==> config.mk <==
export PLATFORM = sky130hd
export DESIGN_NAME = gfpr_emit
export DESIGN_NICKNAME = d
export VERILOG_FILES = /design/src/sv/gfpr_pkg.sv /design/src/sv/gfpr_emit.sv
export SDC_FILE = /design/constraint.sdc
export NUM_CORES = 1
export LEC_CHECK = 0
export ABC_AREA = 1
export BUFFER_PORTS_ARGS = -buffer_cell sky130_fd_sc_hd__buf_2
export CORE_ASPECT_RATIO = 1.2
export CORE_MARGIN = 8
export CORE_UTILIZATION = 57
export DETAILED_ROUTE_END_ITERATION = 7
export GPL_TIMING_DRIVEN = 0
export MAX_ROUTING_LAYER = met4
export PLACE_DENSITY = 0.88
export SYNTH_ARGS = -nofsm -noshare
export SYNTH_HDL_FRONTEND = slang
export SYNTH_SLANG_ARGS = --single-unit
==> constraint.sdc <==
create_clock -name clk -period 5.2 [get_ports clk]
set_clock_uncertainty 0.15 [all_clocks]
set_input_delay 0.52 -clock clk [delete_from_list [all_inputs] [get_ports clk]]
set_output_delay 0.52 -clock clk [all_outputs]
set_load 0.05 [all_outputs]
==> src/sv/gfpr_pkg.sv <==
// ----------------------------------------------------------------------------
// gfpr_pkg
// Shared types, constants and GF(256) helpers for the polynomial remainder
// block: field tables, multiply, command codes and coefficient status.
// ----------------------------------------------------------------------------
package gfpr_pkg;

  localparam int MAX_PARITY = 32;
  localparam int IDX_W      = $clog2(MAX_PARITY);
  localparam int PC_W       = 6;

  typedef logic [7:0]       gf_t;
  typedef logic [PC_W-1:0]  pcount_t;
  typedef logic [IDX_W-1:0] pidx_t;
  typedef gf_t              gf_tab_t [256];

  localparam logic [8:0] GF_POLY      = 9'h11D;
  localparam pcount_t    PARITY_RESET = 6'd10;
  localparam pcount_t    MAX_P        = PC_W'(MAX_PARITY);

  typedef enum logic {
    CMD_LOAD = 1'b0,
    CMD_FEED = 1'b1
  } cmd_t;

  typedef struct packed {
    logic pending;
    logic lead_zero;
  } coef_stat_t;

  function automatic gf_tab_t build_exp();
    gf_tab_t    t;
    logic [8:0] x;
    x = 9'd1;
    for (int i = 0; i < 256; i++) begin
      t[i] = x[7:0];
      x = {x[7:0], 1'b0};
      if (x[8]) begin
        x = x ^ GF_POLY;
      end
    end
    return t;
  endfunction

  function automatic gf_tab_t build_inv();
    gf_tab_t e;
    gf_tab_t t;
    e = build_exp();
    for (int i = 0; i < 256; i++) begin
      t[i] = 8'd0;
    end
    for (int i = 0; i < 255; i++) begin
      t[e[i]] = e[(i == 0) ? 0 : 255 - i];
    end
    return t;
  endfunction

  // alpha^e, entry 255 wraps to alpha^0
  localparam gf_tab_t EXP_TAB = build_exp();
  localparam gf_tab_t INV_TAB = build_inv();

  function automatic gf_t gf_mul(input gf_t a, input gf_t b);
    logic [8:0] x;
    gf_t        r;
    x = {1'b0, a};
    r = 8'd0;
    for (int i = 0; i < 8; i++) begin
      if (b[i]) begin
        r = r ^ x[7:0];
      end
      x = {x[7:0], 1'b0};
      if (x[8]) begin
        x = x ^ GF_POLY;
      end
    end
    return r;
  endfunction

endpackage

==> src/sv/gfpr_emit.sv <==
// ----------------------------------------------------------------------------
// gfpr_emit
// Parity output stage. Captures the finished remainder and plays it out one
// byte per transaction, highest degree first, through an output register.
// ----------------------------------------------------------------------------
module gfpr_emit
  import gfpr_pkg::*;
(
  input  logic    clk,
  input  logic    rst_n,
  input  logic    snap_en,
  input  gf_t     snap_data [MAX_PARITY],
  input  logic    snap_err,
  input  pcount_t p_eff,
  output logic    busy,
  input  logic    out_tready,
  output logic    out_tvalid,
  output gf_t     out_tdata,
  output logic    out_tlast,
  output logic    out_tuser
);

  gf_t   snap_r [MAX_PARITY];
  logic  err_r;
  logic  busy_r;
  logic  busy_nxt;
  pidx_t idx_r;
  logic  out_valid_r;
  logic  out_valid_nxt;
  gf_t   out_data_r;
  logic  out_last_r;
  logic  out_err_r;
  logic  out_load;

  assign out_load = busy_r && (!out_valid_r || out_tready);

  always_comb begin
    busy_nxt = busy_r;
    if (snap_en) begin
      busy_nxt = 1'b1;
    end else if (out_load && idx_r == '0) begin
      busy_nxt = 1'b0;
    end
    out_valid_nxt = out_valid_r;
    if (out_load) begin
      out_valid_nxt = 1'b1;
    end else if (out_tready) begin
      out_valid_nxt = 1'b0;
    end
  end

  always_ff @(posedge clk) begin
    if (!rst_n) begin
      busy_r      <= 1'b0;
      out_valid_r <= 1'b0;
    end else begin
      busy_r      <= busy_nxt;
      out_valid_r <= out_valid_nxt;
    end
  end

  always_ff @(posedge clk) begin
    if (snap_en) begin
      snap_r <= snap_data;
      err_r  <= snap_err;
      idx_r  <= IDX_W'(p_eff - 6'd1);
    end else if (out_load) begin
      idx_r <= idx_r - 1'b1;
    end
    if (out_load) begin
      out_data_r <= err_r ? 8'd0 : snap_r[idx_r];
      out_last_r <= (idx_r == '0);
      out_err_r  <= err_r;
    end
  end

  assign busy       = busy_r;
  assign out_tvalid = out_valid_r;
  assign out_tdata  = out_data_r;
  assign out_tlast  = out_last_r;
  assign out_tuser  = out_err_r;

  a_no_snap_while_busy: assert property (@(posedge clk) disable iff (!rst_n)
    snap_en |-> !busy_r)
    else $error("remainder captured while a parity run is still in flight");

  a_err_bytes_zero: assert property (@(posedge clk) disable iff (!rst_n)
    out_valid_r && out_err_r |-> out_data_r == 8'd0)
    else $error("parity byte nonzero on a generator error run");

endmodule

==> impl_metrics.tcl <==
set metrics [dict create \
    final_layout_size_suffix_gt1_share_pct 28.2 \
    antenna_found_initial 8 \
    cp_max_fo 143 \
    multi_input_area_mm2 0.00252 \
    gp_congestion 0.899 \
    grt_pass1_vias 8727 \
    wl_um 31500 \
    max-cap-violations 0 \
    clock.fmax_mhz 407 \
    synthesis.area_mm2 0.0111 \
    cts_tree "built" \
    cts_setup_buffers 0 \
    worstReg2RegStart "idx_r[1]$_DFFE_PP_" \
    postRouteAntennaNets 0 \
    fin_crit_ns 2.45 \
    drc 0 \
    critPathMaxStageDelay_ns 0.58 \
    cp_num_buf_inv 3 \
    io_pins 279 \
    cellPowerDensity_mw_per_mm2 391 \
    crit_family "buffers and inverters" \
    cts_max_level 1 \
    rsz0062_at_grt "no" \
    crit_type "primary input to flop" \
    synth_top_area_cell "edfxtp_1" \
    hold_path.class "primary input to flop" \
    cts_root_buf "clkbuf_16" \
    path_cells "buf_8 -> buf_16 -> o21ai_0 -> inv_1 -> ha_1 -> nand3_1 -> xnor2_1" \
    die_h_um 169 \
    synth_area_leaders "edfxtp_1, nand2_1, nand3_1" \
    insertion_delay_ns 0.52 \
    synth_cells 962 \
    cts_made_buffers 26 \
    relSlewSlack_pct 39.7 \
    synth_nets 1230 \
    regArea_mm2 0.00821 \
    setup_violations 0 \
    endpoint_kind "flop" \
    cp-start-kind "primary input" \
    io_buffers 277 \
    cp_data_required_time_ns 5.33 \
    n_fill_cell 1286 \
    wl_per_cell_um 20.1 \
    r2r_slack_ns 3.08 \
    cts_sinks 274 \
    clock_path_buffers 3 \
    ys_seq_area_share_pct 73.6 \
    p_leak_uw 0.00605 \
    status "completed" \
    fp.coreArea_mm2 0.0193 \
    grt_pass1_wl_um 46500 \
    synth_top_area_share_pct 73.3 \
    vdd_drop_max_uv 415 \
    dieArea_mm2 0.0243 \
    crit_slowest_cell "buf_8" \
    ys.warnings.count 0 \
    cp_data_arrival_time_ns 2.58 \
    syn2layout_area_growth_pct 24.3 \
    finalHoldViolCount 0 \
    row_count 56 \
    vias 8504 \
    avgSynthCellArea_um2 11.6 \
    final_area_mm2 0.0139 \
    viasPerCell 5.43 \
    grt.total_usage_pct 26.1 \
    critPathLaunch "snap_en" \
    yosys_register_bits 274 \
    fin_crit_sh_pct 47.2 \
    place_area_mm2 0.0129 \
    fin_ws_ns 2.75 \
    grt-ovfl-total 0 \
    post_synth_num_cell_types 23 \
    final_util_pct 71.7 \
    hpwl_um 22500 \
    ff2ff_path_depth 8 \
    grt_max_degree 144 \
    worst-path-stages 7 \
    drt_iter0_markers 866 \
    start_util_pct 57.6 \
    drv_slew 0 \
    setup.worst_path.end "idx_r[4]$_DFFE_PP_" \
    worst_pin_slew_ns 0.904 \
    r2r-end "idx_r[4]$_DFFE_PP_" \
    cts.clk_slew.worst_paths_ns 0.07 \
    drtPass1Iterations 6 \
    post-place-ws_ns 2.15 \
    nets 1546 \
    die_x_um 144 \
]
[worst reg2reg max path: stages (launching register included)]
cell and delay [ns]:
edfxtp_1 0.36, buf_4 0.19, inv_1 0.21, buf_2 0.26
o21ai_0 0.14, inv_1 0.12, ha_1 0.19, nand3_1 0.12
xnor2_1 0.15
[cell usage after synthesis (all sizes together)]
library cell,number
dfxtp,2
nand2,441
buf,40
xor2,1
a21oi,26
inv,37
nand3,115
ha,1
clkbuf,7
edfxtp,272
o21ai,6
nor2,12
xnor2,2
[per-layer routing]
layer / vias up / global-route usage (%) / routed length, um
li1: 3897 / - / -
met1: 3989 / 30.3 / 11700
met4: 0 / 13.7 / 1650
met3: 109 / 3.63 / 2330
met5: - / - / 0
met2: 509 / 43.7 / 15800
[where the power goes]
| part | internal [uW] | switching (uW) | total [uW] |
|---|---|---|---|
| sequential | 2640 | 54.5 | 2690 |
| clock | 1090 | 775 | 1860 |
| combinational | 287 | 571 | 858 |
| total | 4010 | 1400 | 5410 |
[per-stage QoR]
step	std cells	total power, uW	setup TNS (ns)	hold WS, ns
2_1_floorplan	962	3200	0	0.274
3_3_place_gp	1500	3540	-13.65	0.283
3_5_place_dp	1501	3560	0	0.296
4_1_cts	1558	5420	0	0.000152
5_1_grt	1566	5610	0	0.00575
6_report	1567	5410	0	0.0221
[sequential cells by signal (all words and copies together) (netlist names)]
register and cells:
snap_r 256, out_tvalid 1, idx_r 5, err_r 1
busy 1, out_tdata 8, out_tuser 1, out_tlast 1
[placed cells by master, fill, tap and decap left out, types with 3 or more instances in the layout]
cell,netlist,final
diode_2,0,9
nor2_1,10,10
nand2_1,440,440
clkinv_1,0,7
edfxtp_1,272,272
bufinv_16,0,3
clkbuf_1,7,11
a21oi_1,18,18
buf_2,20,296
o21ai_0,5,5
inv_1,34,34
nand3_1,115,115
buf_4,16,16
clkbuf_16,0,27
dlygate4sd3_1,0,10
a21oi_2,8,8
clkinv_2,0,6
[what timing repair did]
| item | CTS | global route |
|---|---|---|
| hold buffers | 10 | 0 |
| resized for setup | 0 | 0 |
| hold endpoints to repair | 10 | 0 |
[cells by family (layout without fill, tap and decap cells)]
kind of cell               after synthesis  count (layout)  share of synthesized area (%)
xor gates and xnor gates                 3               3                          0.236
other                                    0               9                              0
DFF                                    274             274                           73.6
AOI/OAI and AO/OA                       32              32                           1.71
adders and majority gates                1               1                          0.112
and+or+nand+nor                        568             568                           20.6
buffers and inverters                   84             419                           3.75
[cell type report]
| type | instances | share of cell area [%] |
|---|---|---|
| Antenna cell | 9 | 0.163 |
| Multi-Input combinational cell | 604 | 18.2 |
| Clock inverter | 16 | 1.06 |
| Sequential cell | 274 | 59.2 |
| Inverter | 37 | 1.02 |
| Buffer | 47 | 2.00 |
| Tap cell | 261 | 2.36 |
| Clock buffer | 31 | 4.98 |
| Timing Repair Buffer | 288 | 11.0 |
[worst min-delay path by stage]
stage,from,endpoint,slack (ns),depth (start not counted)
floorplan,err_r$_DFFE_PP_,out_tuser$_DFFE_PP_,0.27,0
finish,snap_data[208],snap_r[208]$_DFFE_PP_,0.02,1
global route,snap_data[119],snap_r[119]$_DFFE_PP_,0.006,1
global placement,err_r$_DFFE_PP_,out_tuser$_DFFE_PP_,0.28,0
CTS,snap_data[231],snap_r[231]$_DFFE_PP_,0.0002,1
detailed placement,err_r$_DFFE_PP_,out_tuser$_DFFE_PP_,0.30,0
Note: power is estimated with default switching activity, not from simulation.
